$ cat src/hdl/xrs_pkg.sv
// shared types and constants for the xorshift64* random source
// used by xrs_ctrl, xrs_dpath and xorshift_random_source
package xrs_pkg;

  localparam int unsigned WordW = 64;
  localparam int unsigned HalfW = 32;
  localparam int unsigned CntW  = 6;

  localparam logic [WordW-1:0] SEED_RESET = 64'h9E37_79B9_7F4A_7C15;
  localparam logic [WordW-1:0] MULT_K     = 64'd2685821657736338717;

  localparam int unsigned SHIFT_A    = 12;
  localparam int unsigned SHIFT_B    = 25;
  localparam int unsigned SHIFT_C    = 27;
  localparam int unsigned FRAC_SHIFT = 11;

  localparam logic [1:0] MODE_RAW32  = 2'd0;
  localparam logic [1:0] MODE_RAW64  = 2'd1;
  localparam logic [1:0] MODE_FRAC   = 2'd2;
  localparam logic [1:0] MODE_RANGED = 2'd3;

  typedef enum logic [2:0] {
    S_IDLE,
    S_ADV,
    S_MUL,
    S_MOD,
    S_FINISH
  } state_t;

  typedef struct packed {
    logic load_in;
    logic advance;
    logic mul_step;
    logic mod_step;
    logic load_out;
  } cmd_t;

  typedef struct packed {
    logic ranged;
    logic empty;
    logic cnt_last;
  } sts_t;

endpackage

$ cat src/hdl/xrs_dpath.sv
// datapath: generator state, shift-add multiplier, restoring modulo, output register
// depends on xrs_pkg
module xrs_dpath
  import xrs_pkg::*;
(
  input  logic             clk,
  input  logic             rst,
  input  logic             seed_wr_en,
  input  logic [WordW-1:0] seed_wr_data,
  input  logic [1:0]       in_mode,
  input  logic [HalfW-1:0] in_low,
  input  logic [HalfW-1:0] in_high,
  input  cmd_t             cmd,
  output sts_t             sts,
  output logic [WordW-1:0] value
);

  logic [WordW-1:0] gen_state;
  logic [WordW-1:0] gen_next;
  logic [WordW-1:0] acc;
  logic [WordW-1:0] mcand;
  logic [HalfW-1:0] rem;
  logic [CntW-1:0]  cnt;
  logic [1:0]       mode;
  logic [HalfW-1:0] low;
  logic [HalfW-1:0] high;
  logic [HalfW-1:0] span;
  logic [HalfW:0]   trial;
  logic [HalfW:0]   trial_diff;
  logic [HalfW-1:0] ranged_sum;
  logic [WordW-1:0] result;

  always_comb begin
    gen_next = gen_state ^ (gen_state >> SHIFT_A);
    gen_next = gen_next ^ (gen_next << SHIFT_B);
    gen_next = gen_next ^ (gen_next >> SHIFT_C);
  end

  assign span       = high - low;
  assign trial      = {rem, acc[WordW-1]};
  assign trial_diff = trial - {1'b0, span};
  assign ranged_sum = low + rem;

  always_ff @(posedge clk) begin
    if (rst) begin
      gen_state <= SEED_RESET | 64'd1;
    end else if (seed_wr_en) begin
      gen_state <= seed_wr_data | 64'd1;
    end else if (cmd.advance) begin
      gen_state <= gen_next;
    end
  end

  always_ff @(posedge clk) begin
    if (cmd.load_in) begin
      mode <= in_mode;
      low  <= in_low;
      high <= in_high;
    end
    if (cmd.advance) begin
      acc   <= '0;
      mcand <= gen_next;
      rem   <= '0;
      cnt   <= '0;
    end else if (cmd.mul_step) begin
      if (MULT_K[cnt]) begin
        acc <= acc + mcand;
      end
      mcand <= mcand << 1;
      cnt   <= cnt + 1'b1;
    end else if (cmd.mod_step) begin
      if (!trial_diff[HalfW]) begin
        rem <= trial_diff[HalfW-1:0];
      end else begin
        rem <= trial[HalfW-1:0];
      end
      acc <= acc << 1;
      cnt <= cnt + 1'b1;
    end
    if (cmd.load_out) begin
      value <= result;
    end
  end

  always_comb begin
    case (mode)
      MODE_RAW32: result = {{HalfW{acc[HalfW-1]}}, acc[HalfW-1:0]};
      MODE_RAW64: result = acc;
      MODE_FRAC:  result = acc >> FRAC_SHIFT;
      default: begin
        if (sts.empty) begin
          result = {{HalfW{low[HalfW-1]}}, low};
        end else begin
          result = {{HalfW{ranged_sum[HalfW-1]}}, ranged_sum};
        end
      end
    endcase
  end

  assign sts.ranged   = (mode == MODE_RANGED);
  assign sts.empty    = ($signed(high) <= $signed(low));
  assign sts.cnt_last = (cnt == {CntW{1'b1}});

endmodule

$ cat src/hdl/xrs_ctrl.sv
// controller: sequences accept, advance, multiply, modulo and output load
// depends on xrs_pkg
module xrs_ctrl
  import xrs_pkg::*;
(
  input  logic clk,
  input  logic rst,
  input  logic s_tvalid,
  output logic s_tready,
  output logic m_tvalid,
  input  logic m_tready,
  input  sts_t sts,
  output cmd_t cmd
);

  state_t state;
  state_t state_next;
  logic   out_free;

  assign out_free = !m_tvalid || m_tready;

  always_ff @(posedge clk) begin
    if (rst) begin
      state <= S_IDLE;
    end else begin
      state <= state_next;
    end
  end

  always_ff @(posedge clk) begin
    if (rst) begin
      m_tvalid <= 1'b0;
    end else if (cmd.load_out) begin
      m_tvalid <= 1'b1;
    end else if (m_tready) begin
      m_tvalid <= 1'b0;
    end
  end

  always_comb begin
    state_next = state;
    unique case (state)
      S_IDLE: begin
        if (s_tvalid) state_next = S_ADV;
      end
      S_ADV: begin
        if (sts.ranged && sts.empty) state_next = S_FINISH;
        else state_next = S_MUL;
      end
      S_MUL: begin
        if (sts.cnt_last) state_next = sts.ranged ? S_MOD : S_FINISH;
      end
      S_MOD: begin
        if (sts.cnt_last) state_next = S_FINISH;
      end
      S_FINISH: begin
        if (out_free) state_next = S_IDLE;
      end
      default: state_next = S_IDLE;
    endcase
  end

  always_comb begin
    s_tready     = 1'b0;
    cmd          = '0;
    unique case (state)
      S_IDLE: begin
        s_tready    = 1'b1;
        cmd.load_in = s_tvalid;
      end
      S_ADV:    cmd.advance  = !(sts.ranged && sts.empty);
      S_MUL:    cmd.mul_step = 1'b1;
      S_MOD:    cmd.mod_step = 1'b1;
      S_FINISH: cmd.load_out = out_free;
      default: begin
        s_tready = 1'b0;
      end
    endcase
  end

  a_load_out_free: assert property (@(posedge clk) disable iff (rst)
    cmd.load_out |-> (!m_tvalid || m_tready))
    else $error("result loaded over an untaken result");

  a_no_advance_empty: assert property (@(posedge clk) disable iff (rst)
    cmd.advance |-> !(sts.ranged && sts.empty))
    else $error("state advanced on an empty range");

  a_mul_exit: assert property (@(posedge clk) disable iff (rst)
    (state == S_MUL && sts.cnt_last) |=> (state == S_MOD || state == S_FINISH))
    else $error("multiply did not finish after its last step");

  a_valid_from_finish: assert property (@(posedge clk) disable iff (rst)
    $rose(m_tvalid) |-> $past(state) == S_FINISH)
    else $error("result shown without finishing an item");

endmodule

$ cat src/hdl/xorshift_random_source.sv
// Top level of the xorshift64* random source. Each accepted item is taken
// in, advances the state, runs the bit-serial shift-add multiply and loads
// the result. Ranged mode adds a restoring modulo, one quotient bit per
// cycle, between the multiply and the load. An empty range returns range_low and
// leaves the state as it was. The result register lets the next item be
// accepted while a result waits. A seed write reloads the state with bit 0
// forced to 1 at once, even in the middle of an item, so it belongs only
// where no item is in flight.
// depends on xrs_pkg, xrs_ctrl and xrs_dpath
module xorshift_random_source
  import xrs_pkg::*;
(
  input  logic             clk,
  input  logic             rst,
  input  logic             seed_wr_en,
  input  logic [WordW-1:0] seed_wr_data,
  input  logic             s_tvalid,
  output logic             s_tready,
  input  logic [WordW-1:0] s_tdata,   // range_low [31:0], range_high [63:32]
  input  logic [1:0]       s_tuser,   // mode [1:0]
  output logic             m_tvalid,
  input  logic             m_tready,
  output logic [WordW-1:0] m_tdata    // value [63:0]
);

  cmd_t cmd;
  sts_t sts;

  xrs_ctrl u_ctrl (
    .clk      (clk),
    .rst      (rst),
    .s_tvalid (s_tvalid),
    .s_tready (s_tready),
    .m_tvalid (m_tvalid),
    .m_tready (m_tready),
    .sts      (sts),
    .cmd      (cmd)
  );

  xrs_dpath u_dpath (
    .clk          (clk),
    .rst          (rst),
    .seed_wr_en   (seed_wr_en),
    .seed_wr_data (seed_wr_data),
    .in_mode      (s_tuser),
    .in_low       (s_tdata[HalfW-1:0]),
    .in_high      (s_tdata[WordW-1:HalfW]),
    .cmd          (cmd),
    .sts          (sts),
    .value        (m_tdata)
  );

endmodule

$ cat config.mk
export PLATFORM = sky130hd
export DESIGN_NAME = xorshift_random_source
export DESIGN_NICKNAME = d
export VERILOG_FILES = /design/src/hdl/xrs_pkg.sv /design/src/hdl/xrs_dpath.sv /design/src/hdl/xrs_ctrl.sv /design/src/hdl/xorshift_random_source.sv
export SDC_FILE = /design/constraint.sdc
export NUM_CORES = 1
export LEC_CHECK = 0
export ABC_CLOCK_PERIOD_IN_PS = 4650
export BUFFER_PORTS_ARGS = -buffer_cell sky130_fd_sc_hd__buf_2
export CELL_PAD_IN_SITES_DETAIL_PLACEMENT = 1
export CELL_PAD_IN_SITES_GLOBAL_PLACEMENT = 1
export CORE_MARGIN = 10
export CORE_UTILIZATION = 35
export DETAILED_ROUTE_END_ITERATION = 16
export HOLD_SLACK_MARGIN = 0.06
export PLACE_DENSITY = 0.71
export SYNTH_ARGS = -nofsm -noshare
export SYNTH_HDL_FRONTEND = slang
export SYNTH_SLANG_ARGS = --single-unit
$ cat constraint.sdc
create_clock -name clk -period 4.65 [get_ports clk]
set_clock_uncertainty 0.15 [all_clocks]
set_input_delay 0.93 -clock clk [delete_from_list [all_inputs] [get_ports clk]]
set_output_delay 0.93 -clock clk [all_outputs]
set_load 0.01 [all_outputs]
# Yosys cells after proc, flatten, opt, wreduce, memory -nomap -nowiden
# Memory sizes are Yosys's and may differ from the RTL's. A register that Yosys moved wholly into a read port is not among the register bits.
# Index checks and enable logic that the tools add are counted.
[classes]
n_addsub = 5
n_lt_le_gt_ge = 2
n_eq_ne = 13
n_mux = 30
bitwise_logic = 4
n_reduce_logical = 14
[op_table]
columns = ["cell", "count"]
rows = [
  ["2-to-1 mux 64 bit", 8],
  ["one-hot mux 64 bit (3 select lines)", 1],
  ["adder 64 bit", 1],
  ["XOR 64 x 37 -> 64 bit", 1],
  ["XOR 64 x 52 -> 64 bit", 1],
  ["XOR 64 bit", 1],
  ["subtractor 33 x 32 -> 33 bit", 1],
  ["adder 32 bit", 1],
  ["<= comparator 32 bit", 1],
  ["2-to-1 mux 32 bit", 1],
  ["subtractor 32 bit", 1],
  ["2-to-1 mux 6 bit", 4],
  ["2-to-1 mux 3 bit", 6],
  ["one-hot mux 3 bit (5 select lines)", 1],
  ["2-to-1 mux 1 bit", 9],
  ["nonzero test 2 bit", 4],
  ["less-than comparator 6 x 7 -> 1 bit, second input constant", 1],
  ["adder 6 x 1 -> 6 bit, second input constant", 1],
  ["== test 3 x 2 -> 1 bit, second input constant", 2],
  ["== test 6 bit, second input constant", 1],
  ["!= test 2 bit, second input constant", 3],
  ["== test 2 bit, second input constant", 2],
  ["!= test 2 x 1 -> 1 bit, second input constant", 2],
  ["AND reduction 2 bit", 2],
  ["11 further kinds", 12],
]
[word_totals]
ff_bits = 364
romBits = 64
input_bits = 135
out_inout_bits = 66
elab_cells = 81
mem_count = 1
[memory_table]
columns = ["memory", "depth", "word_bits", "read_ports", "rd_ports_with_merged_regs", "wr", "line_no", "text"]
rows = [
  ["(no name shown)", 64, 1, 1, 1, 0, "xrs_dpath.sv:66", "if (MULT_K[cnt]) begin"],
]

# Logic depth before layout (Yosys ltp)
# Gate-level depths: netlist of run 1.
[depth]
word_depth = 6
ltp_mapped = 24
mapped_depth_nobuf = 22

# Modules after synthesis
# From an unflattened synthesis of run 1, not the netlist that was laid out.
[hier_totals]
cells_unflattened = 2941
hier_area_um2 = 25622.1
[modules_own_cells]
columns = ["module", "instances", "cells_each", "area_each_um2", "seq_area_each_um2"]
rows = [
  ["xrs_dpath", 1, 2913, 25363.1, 9168.8],
  ["xrs_ctrl", 1, 28, 259.0, 80.1],
]

# Least setup slack after synthesis of run 1
# Ideal clock, no wire load.
[synth_path]
path_kind = "register -> register"
from = "register u_dpath.low[0]"
to = "register u_dpath.rem[7]"
setup_ns = 0.132
arrival_time_ns = 4.666
required_ns = 4.368
path_slack_ns = -0.299
stages_incl_launch_ff = 24
n_path_buf = 2
period_less_slack_ns = 4.949
path_cell_list = "edfxtp_1 -> ha_1 -> fa_1 -> nand2b_1 -> a211oi_1 -> nor3_1 -> o211ai_1 -> a21o_1 -> a21o_1 -> a21oi_1 -> xor2_1 -> ha_1 -> buf_2 -> a21oi_1 -> a21oi_1 -> a2111oi_0 -> o21a_1 -> o22ai_2 -> a21bo_2 -> o21ai_4 -> xnor2_4 -> buf_4 -> mux2i_1 -> a21oi_1"
[synth_between]
elab_chain_len = 4
word_cells_on_any_way = 7
classes_between = "add/sub (2); order compare (1); mux (2); reduce/logical (2)"
[synth_lines]
columns = ["item", "line_no", "text"]
rows = [
  ["start: declaration", "xrs_dpath.sv:25", "logic [HalfW-1:0] low;"],
  ["start signal: assignment", "xrs_dpath.sv:57", "low <= in_low;"],
  ["parallel branches: the longest is 4 deep, another holds subtractor 33 x 32 -> 33 bit", "-", ""],
  ["end signal: assignment", "xrs_dpath.sv:73", "rem <= trial_diff[HalfW-1:0];"],
  ["end signal: assignment", "xrs_dpath.sv:75", "rem <= trial[HalfW-1:0];"],
  ["end: declaration", "xrs_dpath.sv:22", "logic [HalfW-1:0] rem;"],
]
# Parallel ways; which one is timed is not known.
# A chain may end at the register's enable or synchronous reset.

# Final worst setup path of run 1
[layout_path]
from = "register u_dpath.low[6]"
to = "register u_dpath.rem[10]"
# The elaborated chain is that of the path after synthesis.

==> results.json, run 1 <==
{
  "final_common_cell": "a21oi_1",
  "worst_pin_slew_ns": 1.04,
  "setup_tns_ns": -8.20,
  "diodes": 0,
  "synth_top_family_by_area": "compound AO/OA/AOI/OAI gates",
  "grt_pass1_wl_um": 148000,
  "synth_edf_count": 194,
  "relSlewSlack_pct": 30.2,
  "synth_compound_area_share_pct": 24.1,
  "grt_overflow": 0,
  "crit_path_end_kind": "flop",
  "synth_xor_area_share_pct": 9.75,
  "period_needed_ns": 4.98,
  "synth-seq-cells": 365,
  "grt_max_degree": 107,
  "setup_viol": 32,
  "area_growth_pct": 20.8,
  "grt_pass1_vias": 24700,
  "syn_area_per_cell_um2": 8.83,
  "synthArstFlopShare_pct": 0,
  "critical_path_class": "flop to flop",
  "fin_area_um2": 30600,
  "ys_seq_area_share_pct": 36.5,
  "status": "finished with violations",
  "finalWorstSetupSlack_ns": -0.331,
  "cts_tree": "yes",
  "routed_wl_um": 97400,
  "ant_nets": 0,
  "num-fill-cells": 8377,
  "wl_per_cell_um": 23.4,
  "cp_num_buf_inv": 6,
  "gp_congestion": 0.935,
  "die-area_um2": 83500,
  "row_count": 98,
  "layout_common_cells": "a21oi_1 (305), nand2_1 (237), o21ai_0 (217), nor2_1 (213), buf_4 (201)",
  "fin_cells": 4167,
  "die_y_um": 289,
  "hpwl_um": 73800,
  "cts-buffers-inserted": 46,
  "io_buffers": 199,
  "io_pins": 201,
  "slowest_delay_ns": 0.41,
  "place_area_um2": 28500,
  "rsz0062_at_grt": "true",
  "crit_path_max_fanout": 6,
  "drv_slew": 0,
  "htreeDepth": 2,
  "num_vias": 23500,
  "final_core_util_pct": 42.7,
  "clock.fmax_ghz": 0.201,
  "startpoint_type": "flop",
  "synth_mux_area_share_pct": 3.24,
  "path_clk_slew_ns": 0.06,
  "drt_iter0_drc": 1540,
  "clockBufferDepth": 3,
  "violations": "negative setup slack",
  "drc": 0,
  "cp.required_ns": 4.98,
  "final_nets": 3481,
  "cp.arrival_ns": 5.31,
  "yosys.area_share.simple_pct": 14.2,
  "die_x_um": 289,
  "fp.coreArea_um2": 71600,
  "netlist_area_um2": 25300,
  "place_inst": 4057,
  "finalCritPeriodShare_pct": 107,
  "yosys_warnings": 0,
  "layout-drive-gt1-share_pct": 18.2,
  "initial_core_util_pct": 35.4,
  "synth_fa_ha_area_share_pct": 8.32,
  "min_path_type": "input port to flop",
  "drv_cap": 0,
  "postSynthCellCount": 2869,
  "crit_family": "compound AO/OA/AOI/OAI gates",
  "clk_latency_ns": 0.61,
  "ir_worst_vdd_mv": 0.342,
  "synth_top_flop_cell": "edfxtp_1",
  "dp_slack_ns": -0.709,
  "dr.pass1.iters": 5,
  "root_buffer": "clkbuf_16",
  "leakage_nw": 12.5,
  "regToRegSetupSlack_ns": -0.33,
  "grt_usage_pct": 22.5,
  "powerDensity_nw_per_um2": 685,
  "syn-num-nets": 3170,
  "viasPerCell": 5.65,
  "antenna_found_initial": 1,
  "hold_violations": 0,
  "synthDistinctLibCells": 90,
  "cp_slowest_cell": "edfxtp_1",
  "cts.sinks": 365
}
[sequential cells by signal, indices dropped and copies added, names as in the netlist, named ones only]
register,count
u_dpath.mcand,64
u_ctrl.m_tvalid,1
u_dpath.value,64
u_dpath.low,32
u_dpath.rem,32
u_ctrl.state,3
u_dpath.acc,64
u_dpath.gen_state,64
u_dpath.cnt,6
u_dpath.mode,2
u_dpath.high,32
[routing by layer]
metal  up-vias  routed length [um]  global-route usage (%)  part of all wire [%]
met1     11700               43300                    29.2                    44
met3       145                4340                    2.69                   4.5
met2       555               47100                    38.9                    48
met5         -                  13                       0                 0.013
li1      11200                   -                       -                     -
met4         2                2640                    6.57                   2.7
[layout make-up]
class | instances | area, um2 | share of cell area (%)
Clock buffer | 70 | 1370 | 4.46
Clock inverter | 15 | 155 | 0.507
Inverter | 86 | 323 | 1.06
Multi-Input combinational cell | 2264 | 15500 | 50.6
Sequential cell | 365 | 9250 | 30.2
Tap cell | 950 | 1190 | 3.89
Timing Repair Buffer | 417 | 2830 | 9.25
[stage by stage]
step                hold slack [ns]  total power, W
floorplan                     0.309          0.0127
global placement              0.352          0.0163
detailed placement            0.386          0.0167
CTS                           0.315          0.0207
global route                  0.327          0.0224
finish                        0.344          0.0209
[cell usage after synthesis, drive strengths merged, types with 65 or more instances]
| cell type | instances | share of area, % |
|---|---|---|
| a21o | 77 | 2.3 |
| a21oi | 319 | 6.3 |
| clkbuf | 105 | 1.6 |
| dfxtp | 171 | 14 |
| edfxtp | 194 | 23 |
| ha | 162 | 8.0 |
| inv | 86 | 1.3 |
| mux2i | 65 | 2.6 |
| nand2 | 239 | 3.5 |
| nor2 | 220 | 3.3 |
| o21ai | 229 | 4.6 |
| xnor2 | 175 | 6.1 |
| xor2 | 104 | 3.6 |
[timing repair]
item	CTS	global route
hold buffers	0	0
pin swaps	29	21
gates resized for setup	38	40
buffers inserted	13	12
setup endpoints to repair	32	40
cloned	2	1
[cell families after synthesis]
kind of cell	Yosys count
AO/OA/AOI/OAI	976
AND/OR/NAND/NOR	763
flip-flops	365
XOR/XNOR	279
buffers and inverters	240
adder cells (fa/ha/maj)	166
multiplexers	80
[report_power, final]
group | total [W] | switching [W] | internal, W
sequential | 0.00548 | 0.00110 | 0.00438
clock | 0.00365 | 0.00151 | 0.00214
combinational | 0.0118 | 0.00680 | 0.00502
total | 0.0209 | 0.00940 | 0.0115
[final timing paths]
path	startpoint	end	cells past startpoint
worst min-delay path	s_tdata[25]	u_dpath.low[25]	1
worst max register to register	u_dpath.low[6]	u_dpath.rem[10]	25
worst min register to register	u_dpath.rem[20]	u_dpath.rem[20]	2
worst max-delay path	u_dpath.low[6]	u_dpath.rem[10]	25
Note: power is estimated with default switching activity, not from simulation.
==> run 2, diff against run 1 <==
SYNTH_HIERARCHICAL = 1   (was not set)
==> results.json, run 2 <==
{
  "crit_path_max_fanout": 4,
  "finalCritPeriodShare_pct": 110,
  "powerDensity_nw_per_um2": 633,
  "cp.arrival_ns": 5.45,
  "drv_cap": 0,
  "yosysMostFrequentCell": "nand2_1",
  "power_frac_seq_pct": 26.5,
  "netlist_area_um2": 25600,
  "htreeDepth": 2,
  "reg2reg_depth": 24,
  "cts_tree": "yes",
  "antenna_found_initial": 4,
  "violations": "negative setup slack",
  "crit_start": "u_dpath/high[0]",
  "drc": 0,
  "dr.pass1.iters": 5,
  "crit_end": "u_dpath/rem[9]",
  "viasPerCell": 5.57,
  "grt_usage_pct": 21.0,
  "final_nets": 3576,
  "path_clk_slew_ns": 0.06,
  "syn_area_per_cell_um2": 8.71,
  "layout-drive-gt1-share_pct": 20.9,
  "status": "finished with violations",
  "synth_top_flop_cell": "edfxtp_1",
  "seqCellArea_um2": 9250,
  "syn-num-nets": 3242,
  "rsz0062_at_grt": "true",
  "final_common_cell": "nand2_1",
  "met2_usage_pct": 33.8,
  "cp.required_ns": 5.00,
  "cts-buffers-inserted": 45,
  "r2r_start": "u_dpath/high[0]",
  "clockBufferDepth": 3,
  "row_count": 99,
  "synth_edf_count": 194,
  "synth_common_cells": "nand2_1 (336), a21oi_1 (287), nor2_1 (215), o21ai_0 (196), edfxtp_1 (194)",
  "met1_usage_pct": 29.0,
  "synth-seq-cells": 365,
  "r2r_end": "u_dpath/rem[9]",
  "fin_cells": 4272,
  "min_path_type": "input port to flop",
  "ys_seq_area_share_pct": 36.1,
  "grt_pass1_wl_um": 144000,
  "holdBufCountCts": 0,
  "relSlewSlack_pct": 33.0,
  "routed_wl_um": 92900,
  "die-area_um2": 84400,
  "num-fill-cells": 8456,
  "area_growth_pct": 22.1,
  "hold_violations": 0,
  "drt_iter0_drc": 1428,
  "startpoint_type": "flop",
  "netlist.top_cell.by_area": "edfxtp_1",
  "grt_pass1_vias": 24300,
  "root_buffer": "clkbuf_16",
  "multi_input_area_um2": 15700,
  "fin_area_um2": 31300,
  "wl_per_cell_um": 21.7,
  "place_area_um2": 29200,
  "num_vias": 23800,
  "comb_power_share_pct": 54.9,
  "drv_slew": 0,
  "leakage_nw": 13.0,
  "cts.sinks": 365,
  "clk_latency_ns": 0.60,
  "fp.coreArea_um2": 72700,
  "die_x_um": 291,
  "io_pins": 201,
  "ant_nets": 0,
  "synthDistinctLibCells": 100,
  "synthArstFlopShare_pct": 0,
  "p_switching_w": 0.00873,
  "grtUsageMet3_pct": 2.38,
  "grt_overflow": 0,
  "die_y_um": 291,
  "hpwl_um": 71300,
  "layout_common_cells": "nand2_1 (322), a21oi_1 (275), buf_4 (227), nor2_1 (210), buf_2 (198)",
  "clock.fmax_ghz": 0.196,
  "yosys_warnings": 6,
  "initial_core_util_pct": 35.2,
  "ir_worst_vdd_mv": 0.316,
  "clkPwrFrac_pct": 18.6,
  "io_buffers": 199,
  "postSynthCellCount": 2941,
  "regToRegSetupSlack_ns": -0.45,
  "critical_path_class": "flop to flop",
  "setup_viol": 32,
  "period_needed_ns": 5.10,
  "p_sw_share_pct": 44.1,
  "cell_internal_pwr_w": 0.0111,
  "finalWorstSetupSlack_ns": -0.451,
  "netlist.area_leader.share_pct": 22.7,
  "gp_congestion": 0.907,
  "crit_path_end_kind": "flop",
  "grt_max_degree": 84,
  "place_inst": 4171,
  "final_core_util_pct": 43.0,
  "worst_pin_slew_ns": 1.00,
  "synth.area.top_cells": "edfxtp_1 (23%), dfxtp_1 (13%), ha_1 (7.9%), xnor2_1 (5.7%), a21oi_1 (5.6%)",
  "grt-busiest-layer": "met2"
}
-- run 2: logic make-up after synthesis --
kind of cell    synth area share [%]
flops                           36.1
compound gates                  25.5
mux                             2.21
buf+inv                         4.37
simple gates                    14.2
xor+xnor                        9.33
fa+ha+maj                       8.22
-- run 2: worst max-delay path: stages (launching register included) --
cell and delay (ns):
edfxtp_1 0.38, inv_2 0.08, ha_4 0.13, fa_2 0.19, nor2b_1 0.05, o21a_1 0.19
o21ai_2 0.21, a21oi_2 0.11, a221o_1 0.46, a2111oi_4 0.38, buf_4 0.19, o21ai_4 0.06
a31oi_1 0.18, o21bai_1 0.09, xnor2_1 0.13, ha_1 0.34, nand2_2 0.09, a21oi_2 0.06
o41ai_2 0.25, o21ai_2 0.14, a41oi_4 0.21, buf_6 0.17, xor2_4 0.11, or3_4 0.43
a311oi_2 0.25
-- run 2: area by class of cell --
cell class,count,share of cell area [%]
Multi-Input combinational cell,2295,50.2
Timing Repair Buffer,448,9.99
Antenna cell,1,0.00800
Tap cell,959,3.83
Sequential cell,365,29.6
Clock inverter,16,0.532
Inverter,120,1.45
Clock buffer,68,4.44
-- run 2: power groups by stage --
stage	Clock (W)	Combinational (W)	Sequential, W
after floorplan	0	0.00717	0.00483
after global placement	0	0.0101	0.00528
after detailed placement	0	0.0103	0.00529
after CTS	0.00377	0.0106	0.00523
after global routing	0.00389	0.0120	0.00533
final	0.00369	0.0109	0.00525
-- run 2: layer usage --
metal / routed length (um) / share of wire [%]
met1: 43800 / 47
met2: 42700 / 46
met3: 3830 / 4.1
met4: 2470 / 2.7
met5: 0 / 0
-- run 2: per-stage QoR --
stage / worst slack, ns / hold WS (ns) / setup TNS (ns) / total power, W
2_1_floorplan: -0.0541 / 0.316 / -0.747 / 0.0120
3_3_place_gp: -0.543 / 0.364 / -13.32 / 0.0154
3_5_place_dp: -0.648 / 0.372 / -17.00 / 0.0156
4_1_cts: -0.432 / 0.335 / -12.35 / 0.0196
5_1_grt: -0.710 / 0.347 / -20.68 / 0.0212
6_report: -0.451 / 0.367 / -12.84 / 0.0198
-- run 2: worst min-delay path by stage --
stage	startpoint	endpoint	slack (ns)	cells after the start
2_1_floorplan	u_dpath/rem[10]	u_dpath/rem[10]	0.32	2
3_3_place_gp	u_dpath/acc[1]	u_dpath/acc[1]	0.36	2
3_5_place_dp	u_dpath/rem[10]	u_dpath/rem[10]	0.37	2
4_1_cts	s_tdata[19]	u_dpath/low[19]	0.33	1
5_1_grt	s_tdata[54]	u_dpath/high[22]	0.35	1
6_report	s_tdata[19]	u_dpath/low[19]	0.37	1
-- run 2: what timing repair did --
action                                  in CTS  in global routing
gates resized for setup                     40                 44
pin swaps                                   27                 30
buffers inserted                             9                  4
cloned                                       4                  2
endpoints found under the setup margin      33                 65
